===== src/hw/rtl/lflt_pkg.sv =====
// Shared constants, codes and types of the login failure lockout table.
package lflt_pkg;

    localparam int TABLE_ENTRIES = 32;
    localparam int IDX_W = (TABLE_ENTRIES > 1) ? $clog2(TABLE_ENTRIES) : 1;
    localparam logic [IDX_W-1:0] IDX_LAST = IDX_W'(TABLE_ENTRIES - 1);

    localparam int KEY_W     = 64;
    localparam int TIME_W    = 48;
    localparam int CNT_W     = 8;
    localparam int CFG_W     = 32;
    localparam int CFG_IDX_W = 2;
    localparam int RETRY_W   = 13;
    localparam int DIV_W     = 33;

    // whole seconds: (x >> 6) * ceil(2^41 / 15625) >> 41 for x below 2^33
    localparam int US_SHIFT    = 6;
    localparam int SHR_W       = DIV_W - US_SHIFT;
    localparam int RECIP_W     = 28;
    localparam int RECIP_SHIFT = 41;
    localparam int PROD_W      = SHR_W + RECIP_W;

    localparam logic [RECIP_W-1:0] US_RECIP   = RECIP_W'(140737489);
    localparam logic [DIV_W-1:0]   US_PER_SEC = DIV_W'(1000000);
    localparam logic [RETRY_W-1:0] RETRY_MAX      = RETRY_W'(4294);
    localparam logic [TIME_W-1:0]  RETRY_LIMIT_US = TIME_W'(64'd4295000000);
    localparam logic [CNT_W-1:0]   CNT_MAX        = '1;

    localparam logic [CNT_W-1:0] MAX_FAIL_RST  = CNT_W'(5);
    localparam logic [CFG_W-1:0] LOCK_TIME_RST = CFG_W'(300000000);
    localparam logic [CFG_W-1:0] WINDOW_RST    = CFG_W'(900000000);

    localparam logic [CFG_IDX_W-1:0] CFG_MAX_FAIL  = CFG_IDX_W'(0);
    localparam logic [CFG_IDX_W-1:0] CFG_LOCK_TIME = CFG_IDX_W'(1);
    localparam logic [CFG_IDX_W-1:0] CFG_WINDOW    = CFG_IDX_W'(2);

    localparam logic [1:0] OUTC_INVALID = 2'd0;
    localparam logic [1:0] OUTC_VALID   = 2'd1;

    localparam logic [1:0] VERDICT_ACCEPTED = 2'd0;
    localparam logic [1:0] VERDICT_REJECTED = 2'd1;
    localparam logic [1:0] VERDICT_LOCKED   = 2'd2;
    localparam logic [1:0] VERDICT_PENDING  = 2'd3;

    typedef struct packed {
        logic [KEY_W-1:0]  key;
        logic [CNT_W-1:0]  cnt;
        logic [TIME_W-1:0] win_start;
        logic [TIME_W-1:0] lock_until;
    } entry_t;

endpackage


===== src/hw/rtl/lflt_div.sv =====
// Reciprocal multiply that turns remaining microseconds into whole seconds.
module lflt_div import lflt_pkg::*; (
    input  logic               clk,
    input  logic               rst_n,
    input  logic               start,
    input  logic [DIV_W-1:0]   dividend,
    output logic               done,
    output logic [RETRY_W-1:0] quotient
);

    logic               done_reg, done_next;
    logic [RETRY_W-1:0] quo_reg, quo_next;
    logic [SHR_W-1:0]   shr;
    logic [PROD_W-1:0]  prod;

    // drop the factor 64, then divide by 15625 with multiply and shift
    assign shr  = dividend[DIV_W-1:US_SHIFT];
    assign prod = PROD_W'(shr) * PROD_W'(US_RECIP);

    always_comb
    begin
        done_next = start;
        quo_next  = quo_reg;
        if (start)
        begin
            quo_next = prod[RECIP_SHIFT +: RETRY_W];
        end
    end

    always_ff @(posedge clk or negedge rst_n)
    begin
        if (!rst_n)
        begin
            done_reg <= 1'b0;
        end
        else
        begin
            done_reg <= done_next;
        end
    end

    always_ff @(posedge clk)
    begin
        quo_reg <= quo_next;
    end

    assign done     = done_reg;
    assign quotient = quo_reg;

endmodule


===== config.mk =====
export PLATFORM = sky130hd
export DESIGN_NAME = lflt_div
export DESIGN_NICKNAME = d
export VERILOG_FILES = /design/src/hw/rtl/lflt_pkg.sv /design/src/hw/rtl/lflt_div.sv
export SDC_FILE = /design/constraint.sdc
export NUM_CORES = 1
export LEC_CHECK = 0
export ABC_AREA = 1
export BUFFER_PORTS_ARGS = -buffer_cell sky130_fd_sc_hd__buf_2
export CORE_AREA = 2 2 174 176
export CTS_BUF_LIST = sky130_fd_sc_hd__clkbuf_4 sky130_fd_sc_hd__clkbuf_8 sky130_fd_sc_hd__clkbuf_16
export DETAILED_ROUTE_END_ITERATION = 10
export DIE_AREA = 0 0 176 178
export PLACE_DENSITY = 0.62
export SKIP_LAST_GASP = 1
export SYNTH_ARGS = -nofsm -noshare
export SYNTH_HDL_FRONTEND = slang
export SYNTH_SLANG_ARGS = --single-unit

===== constraint.sdc =====
create_clock -name clk -period 0.8 [get_ports clk]
set_input_delay 0.08 -clock clk [delete_from_list [all_inputs] [get_ports clk]]
set_output_delay 0.08 -clock clk [all_outputs]
set_load 0.05 [all_outputs]

==> results of run 1 <==
## worst paths after layout
path                       cells past startpoint  slack (ns)         start               endpoint
worst min-delay path                           2        0.14         start         done$_DFF_PN0_
min in group asynchronous                      2        0.15         rst_n         done$_DFF_PN0_
worst max-delay path                          22       -4.50  dividend[18]  quotient[7]$_DFFE_PP_
max in group asynchronous                      2        0.57         rst_n         done$_DFF_PN0_
## layout make-up
| type | instances | area (um^2) | share of cell area, % |
|---|---|---|---|
| Timing Repair Buffer | 271 | 2110 | 12.9 |
| Multi-Input combinational cell | 1046 | 11100 | 67.8 |
| Tap cell | 390 | 488 | 2.97 |
| Clock buffer | 4 | 82.6 | 0.503 |
| Inverter | 579 | 2180 | 13.3 |
| Antenna cell | 1 | 2.50 | 0.0152 |
| Sequential cell | 14 | 415 | 2.53 |
## per-layer routing
layer	vias up	wire, um
met5	-	0
met1	5134	16300
met2	242	18000
met3	56	1520
li1	5297	-
met4	0	920
## critical path, stage by stage
cell,delay [ns]
buf_8,0.11
fa_2,0.58
inv_2,0.04
fa_1,0.49
inv_2,0.05
fa_1,0.57
fa_2,0.47
fa_1,0.54
fa_1,0.55
inv_2,0.05
fa_1,0.54
inv_2,0.05
ha_4,0.29
nand2_4,0.08
nor2_4,0.15
nand3_2,0.11
nor2_4,0.11
nand2_2,0.06
nor2_2,0.12
nand2_2,0.07
nand4_1,0.10
nand2_1,0.08
## stage by stage
stage               setup slack (ns)  util (%)  cells
detailed placement             -4.85      53.1   2287
floorplan                      -4.22         -   1639
finish                         -4.50      55.8   2305
global route                   -4.70      55.8   2304
global placement               -4.86      53.1   2287
CTS                            -4.54      54.5   2299
## synthesized netlist by cell type (all sizes together), types with 4 or more instances
cell      n
nand4    11
xor2      4
nor3     10
a21oi    32
or2       6
edfxtp   13
fa      245
o21ai     4
ha      260
nand3    39
inv     576
xnor2     4
o21bai    7
nor2     79
nand2   339
## kinds of logic after synthesis
logic type                 Yosys count  share of synthesized area, %
xor gates and xnor gates             8                         0.533
adders and majority gates          505                          62.1
buffers and inverters              579                          16.6
AOI/OAI and AO/OA                   46                          1.94
and+or+nand+nor                    487                          15.7
DFF                                 14                          3.16
## what timing repair did
action | in CTS | in global routing
resized for setup | 83 | 109
pin swaps | 44 | 87
gates cloned | 0 | 0
setup endpoints to repair | 27 | 27
hold endpoints to repair | 1 | 0
setup buffers | 7 | 5
hold buffers | 1 | 0
==> impl_metrics.json, run 1 <==
{
  "io_buffers": 43,
  "fill_cells": 2752,
  "synth_area_leader_cell": "fa_1",
  "finalSetupTns_ns": -58.94,
  "grt_util_all_layers_pct": 25.2,
  "htreeDepth": 1,
  "vias": 10700,
  "finalSetupViolations": 27,
  "fin_crit_sh_pct": 663,
  "final_antenna_net_count": 0,
  "syn_nets": 2180,
  "synth_top_area_share_pct": 37.3,
  "first_iter_violations": 644,
  "outcome": "finished with violations",
  "io_pins": 50,
  "crit_type": "input pin to register",
  "netlist_instances": 1639,
  "grt_pass1_vias": 11900,
  "fin_area_um2": 16400,
  "cp-end-kind": "register",
  "clkSinkCount": 14,
  "grt_pass1_wl_um": 60500,
  "grt_use_met2_pct": 45.8,
  "layout_common_cells": "535 x inv_1, 290 x nand2_1, 245 x ha_1, 230 x fa_1, 224 x buf_4",
  "wirelength_um": 36700,
  "wl_per_cell_um": 15.9,
  "drtPass1Iterations": 5,
  "synthTopCellsByArea": "fa_1 37%, ha_1 25%, inv_1 16%",
  "grt_use_met1_pct": 33.5,
  "slew_headroom_pct": 79.3,
  "yosysWarnings": 0,
  "cts-root-buf": "clkbuf_16",
  "drc": 0,
  "area_growth_pct": 24.9,
  "largest_reg_flops": 13,
  "grt_overflow": 0,
  "critPathLaunchType": "input pin",
  "dp_hpwl_um": 34100,
  "die_h_um": 178,
  "coreArea_um2": 29400,
  "drive_above_1_share_pct": 23.8,
  "holdCritPathClass": "input pin to register",
  "crit_fanout": 4,
  "fin_ws_ns": -4.50,
  "busiest_layer": "met2",
  "antenna_found_initial": 1,
  "start_util_pct": 44.7,
  "drt-vias-per-instance": 4.65,
  "num_rows": 63,
  "cts_buffers": 3,
  "hold_viol": 0,
  "cap_violations": 0,
  "violations": "negative setup slack",
  "clkTransAtPathRegs_ns": 0.05,
  "clk_path_buf_depth": 2,
  "synth-seq-cells": 14,
  "grt_start_max_net_pins": 15,
  "syn_area_per_cell_um2": 8.02,
  "ys_seq_area_share_pct": 3.16,
  "place_area_um2": 15600,
  "crit_arrival_ns": 5.29,
  "tightest_slew_ns": 0.310,
  "synth_edf_count": 13,
  "layout_commonest_cell": "inv_1",
  "rsz0062_at_grt": "true",
  "synthArstFlopShare_pct": 7.14,
  "use_met3_pct": 1.45,
  "cts_tree": "built",
  "slew_viol_final": 0,
  "whs_ns": 0.138,
  "synth_ff_type": "edfxtp_1",
  "die_area_um2": 31300,
  "ys_types": 30,
  "fin_nets": 2456,
  "place_congestion": 0.963,
  "period_needed_ns": 5.30,
  "die_w_um": 176,
  "fmax_mhz": 189,
  "synth.cell_area_um2": 13100,
  "crit_required_ns": 0.79
}
Power of run 1 is not shown: default switching activity piles up to over one toggle a cycle in this logic, so the estimate is an artifact.
==> inputs of run 2 (changes only) <==
- GPL_ROUTABILITY_DRIVEN: default -> 0
- PLACE_DENSITY: 0.62 -> 0.64
- clock period: 0.8 -> 4.35 ns (I/O delays scaled with it)
==> run 2 against run 1 <==
The run still ends with negative setup slack left. Critical path depth down 1. Sequential share of layout area is essentially flat. Via count increased by 1.6%. Utilization is 0.22 points higher. Die area is the same. Global-route usage down 0.16 points. Routed wire length shrank 0.53%. Final cell count hardly changed. Hold slack better by 0.36 ns. Design area grew 0.39%. Count of clock-buffer cells in the layout shrank 1. First-iteration DRC count decreased by 2.6%. Critical endpoint is now quotient[0]$_DFFE_PP_.
==> impl_metrics.json, run 2 (synthesized netlist as in run 1, its figures left out) <==
{
  "cts_buffers": 3,
  "start_util_pct": 44.7,
  "vias": 10900,
  "fill_cells": 2643,
  "dp_hpwl_um": 33500,
  "wirelength_um": 36500,
  "cp-end-kind": "register",
  "hold_viol": 0,
  "grt_pass1_vias": 12000,
  "fin_nets": 2458,
  "cap_violations": 0,
  "largest_reg_flops": 13,
  "layout_common_cells": "538 x inv_1, 280 x nand2_1, 234 x ha_1, 230 x fa_1, 228 x buf_4",
  "layout_commonest_cell": "inv_1",
  "grt_overflow": 0,
  "crit_type": "input pin to register",
  "die_h_um": 178,
  "violations": "negative setup slack",
  "slew_headroom_pct": 71.3,
  "die_area_um2": 31300,
  "crit_arrival_ns": 5.57,
  "final_antenna_net_count": 0,
  "clk_path_buf_depth": 2,
  "drc": 0,
  "drtPass1Iterations": 5,
  "fin_ws_ns": -1.24,
  "fmax_mhz": 179,
  "first_iter_violations": 627,
  "outcome": "finished with violations",
  "grt_start_max_net_pins": 15,
  "area_growth_pct": 25.4,
  "drive_above_1_share_pct": 24.8,
  "rsz0062_at_grt": "true",
  "grt_pass1_wl_um": 60900,
  "crit_fanout": 4,
  "fin_crit_sh_pct": 128,
  "coreArea_um2": 29400,
  "period_needed_ns": 5.59,
  "cts-root-buf": "clkbuf_16",
  "slew_viol_final": 0,
  "clkTransAtPathRegs_ns": 0.05,
  "holdCritPathClass": "input pin to async pin",
  "die_w_um": 176,
  "drt-vias-per-instance": 4.73,
  "io_pins": 50,
  "cts_tree": "built",
  "tightest_slew_ns": 0.429,
  "antenna_found_initial": 0,
  "io_buffers": 43,
  "finalSetupViolations": 13,
  "crit_required_ns": 4.34,
  "htreeDepth": 1,
  "finalSetupTns_ns": -15.30,
  "grt_util_all_layers_pct": 25.1,
  "clkSinkCount": 14,
  "n_antenna_cell": 0,
  "critPathLaunchType": "input pin",
  "num_rows": 63,
  "wl_per_cell_um": 15.8
}
[run 2: worst paths after layout]
| kind | cells past startpoint | startpoint | to |
|---|---|---|---|
| min | 2 | rst_n | done$_DFF_PN0_ |
| min in group clk | 1 | start | done$_DFF_PN0_ |
| max in group asynchronous | 2 | rst_n | done$_DFF_PN0_ |
| max | 21 | dividend[22] | quotient[0]$_DFFE_PP_ |
[run 2: routing by layer]
| layer | vias up | global-route usage [%] | part of all wire [%] |
|---|---|---|---|
| li1 | 5310 | - | - |
| met1 | 5282 | 33.6 | 44 |
| met2 | 252 | 44.7 | 49 |
| met3 | 60 | 1.83 | 4.6 |
| met4 | 0 | 5.51 | 2.9 |
| met5 | - | 0 | 0 |
[run 2: area by class of cell]
type / instances / area, um^2 / area share [%]
clock inverter: 1 / 3.75 / 0.0228
multi-input combinational: 1046 / 11300 / 68.3
sequential: 14 / 415 / 2.52
clock buffer: 3 / 75.1 / 0.456
timing repair buffer: 273 / 2060 / 12.5
inverter: 579 / 2180 / 13.2
tap: 390 / 488 / 2.96
[run 2: critical path: stages]
cell     delay (ns)
buf_4          0.15
fa_1           0.47
buf_4          0.15
fa_1           0.58
fa_1           0.44
fa_1           0.56
fa_1           0.48
fa_1           0.49
inv_1          0.06
fa_1           0.48
inv_1          0.06
ha_4           0.29
nand2_2        0.11
inv_1          0.10
nand2_2        0.10
nor3_1         0.20
nand3_2        0.10
nand2_1        0.10
nor2_2         0.05
nand3_1        0.08
nand2_2        0.08
[run 2: through the flow]
| step | utilization [%] | instance area, um^2 | setup WS [ns] | std cells | hold slack (ns) |
|---|---|---|---|---|---|
| 2_1_floorplan | - | 13300 | -1.02 | 1639 | 0.139 |
| 3_3_place_gp | 52.7 | 15500 | -1.68 | 2276 | 0.210 |
| 3_5_place_dp | 52.7 | 15500 | -1.67 | 2276 | 0.210 |
| 4_1_cts | 54.9 | 16100 | -1.23 | 2299 | 0.494 |
| 5_1_grt | 56.0 | 16500 | -1.41 | 2306 | 0.495 |
| 6_report | 56.0 | 16500 | -1.24 | 2306 | 0.493 |
[run 2: what timing repair did]
action | 4_1_cts | 5_1_grt
hold buffers | 1 | 0
buffers inserted | 18 | 7
endpoints found under the setup margin | 13 | 13
pin swaps | 60 | 56
hold endpoints to repair | 1 | 0
resized for setup | 106 | 74
Power of run 2 is left out for the same reason.
==> inputs of run 3 (changes only) <==
--- a/config.mk
+++ b/config.mk
@@ -13,6 +13,7 @@
 export DIE_AREA = 0 0 176 178
 export GPL_ROUTABILITY_DRIVEN = 0
-export PLACE_DENSITY = 0.64
+export PLACE_DENSITY = 0.62
 export SKIP_LAST_GASP = 1
+export SLEW_MARGIN = 25
 export SYNTH_ARGS = -nofsm -noshare
 export SYNTH_HDL_FRONTEND = slang
==> constraint.sdc (replaced) <==
create_clock -name clk -period 5.4 [get_ports clk]
set_input_delay 0.54 -clock clk [delete_from_list [all_inputs] [get_ports clk]]
set_output_delay 0.54 -clock clk [all_outputs]
set_load 0.005 [all_outputs]
==> run 3 against run 2 <==
The flow still finishes with violations (negative setup slack). First-iteration DRC count decreased by 4.8%. Sequential cell count unchanged. Global-route usage about the same. Utilization decreased by 0.20 points. Via count decreased by 0.83%. Critical path depth decreased by 2. Sequential share of layout area about the same. Design area decreased by 0.36%. Final cell count decreased by 0.78%.
==> impl_metrics.json, run 3 (synthesized netlist as in run 1, its figures left out) <==
{
  "slowest_delay_ns": 0.63,
  "n_antenna_cell": 0,
  "holdBufCountCts": 0,
  "fin_nets": 2440,
  "clkTransAtPathRegs_ns": 0.05,
  "coreArea_um2": 29400,
  "fill_cells": 2692,
  "io_buffers": 43,
  "grt_pass1_wl_um": 60400,
  "die_h_um": 178,
  "clk_path_buf_depth": 2,
  "first_iter_violations": 597,
  "hold_viol": 0,
  "critPathLaunchType": "input pin",
  "drc": 0,
  "crit_path_top_delay_cell": "fa_2",
  "drive_above_1_share_pct": 25.1,
  "clkSinkCount": 14,
  "grt_overflow": 0,
  "holdCritPathClass": "input pin to async pin",
  "antenna_found_initial": 0,
  "slew_viol_final": 0,
  "wl_per_cell_um": 16.3,
  "crit_type": "input pin to register",
  "fin_ws_ns": -0.345,
  "grt_util_all_layers_pct": 25.1,
  "worst_path_most_repeated_cell": "fa_1",
  "layout_commonest_cell": "inv_1",
  "io_pins": 50,
  "cp-end-kind": "register",
  "period_needed_ns": 5.74,
  "violations": "negative setup slack",
  "cts_tree": "built",
  "largest_reg_flops": 13,
  "slew_headroom_pct": 68.9,
  "cts_buffers": 3,
  "vias": 10800,
  "rsz0062_at_grt": "true",
  "htreeDepth": 1,
  "fmax_mhz": 174,
  "die_w_um": 176,
  "grt_pass1_vias": 11600,
  "dp_hpwl_um": 34400,
  "die_area_um2": 31300,
  "num_rows": 63,
  "layout_common_cells": "531 x inv_1, 275 x nand2_1, 234 x ha_1, 229 x fa_1, 212 x buf_4",
  "fin_crit_sh_pct": 106,
  "drt-vias-per-instance": 4.73,
  "crit_fanout": 5,
  "finalSetupTns_ns": -3.28,
  "finalSetupViolations": 13,
  "start_util_pct": 44.7,
  "crit_arrival_ns": 5.75,
  "tightest_slew_ns": 0.465,
  "final_antenna_net_count": 0,
  "cts-root-buf": "clkbuf_16",
  "wirelength_um": 37400,
  "drtPass1Iterations": 5,
  "crit_required_ns": 5.40,
  "whs_ns": 0.0525,
  "cap_violations": 0,
  "area_growth_pct": 25.0,
  "worstPathCellList": "buf_6, fa_1, buf_4, fa_1, fa_1, fa_2, fa_1, fa_1, inv_2, fa_1, inv_2, ha_4, nand2_4, nor2_2, nand4_1, o21ai_1, nand2_1, nand3_1, nand2_1",
  "grt_start_max_net_pins": 15,
  "outcome": "finished with violations"
}
-- run 3: worst max path at each step --
| stage | start | end | slack (ns) |
|---|---|---|---|
| 5_1_grt | dividend[18] | quotient[7]$_DFFE_PP_ | -0.50 |
| 3_5_place_dp | dividend[15] | quotient[7]$_DFFE_PP_ | -0.68 |
| 6_report | dividend[22] | quotient[4]$_DFFE_PP_ | -0.34 |
| 4_1_cts | dividend[16] | quotient[0]$_DFFE_PP_ | -0.30 |
| 2_1_floorplan | dividend[14] | quotient[10]$_DFFE_PP_ | -0.08 |
| 3_3_place_gp | dividend[14] | quotient[12]$_DFFE_PP_ | -0.69 |
-- run 3: layout make-up --
type                    instances  area (um^2)  area share (%)
clock buffers                   3         75.1           0.457
clock inverters                 1         3.75          0.0229
inverters                     579         2190            13.3
multi-input cells            1046        11300            69.0
flip-flops and latches         14          415            2.53
well taps                     390          488            2.97
repair buffers                255         1920            11.7
-- run 3: what timing repair did --
action | in CTS | in global routing
buffers inserted | 8 | 7
setup endpoints to repair | 13 | 13
pin swaps | 57 | 87
gates resized for setup | 82 | 133
-- run 3: worst max-delay path, delay by kind of cell --
family | cells | cell delay (ns)
fa+ha+maj | 8 | 3.93
compound gates | 1 | 0.21
buf+inv | 4 | 0.36
simple gates | 6 | 0.70
-- run 3: routing by layer --
metal	vias to the layer above	routed length [um]	GRT usage, %
met5	-	0	0
met3	84	2030	2.90
met4	0	1630	8.54
li1	5275	-	-
met2	296	17800	42.8
met1	5159	15900	33.3
-- run 3: per-stage QoR --
step           util (%)  std cells  cell area (um^2)  setup slack (ns)
4_1_cts            54.1       2281             15900            -0.298
5_1_grt            55.8       2288             16400            -0.504
3_5_place_dp       52.6       2269             15500            -0.677
2_1_floorplan         -       1639             13300           -0.0796
6_report           55.8       2288             16400            -0.345
3_3_place_gp       52.6       2269             15500            -0.694
Power of run 3 is left out for the same reason.
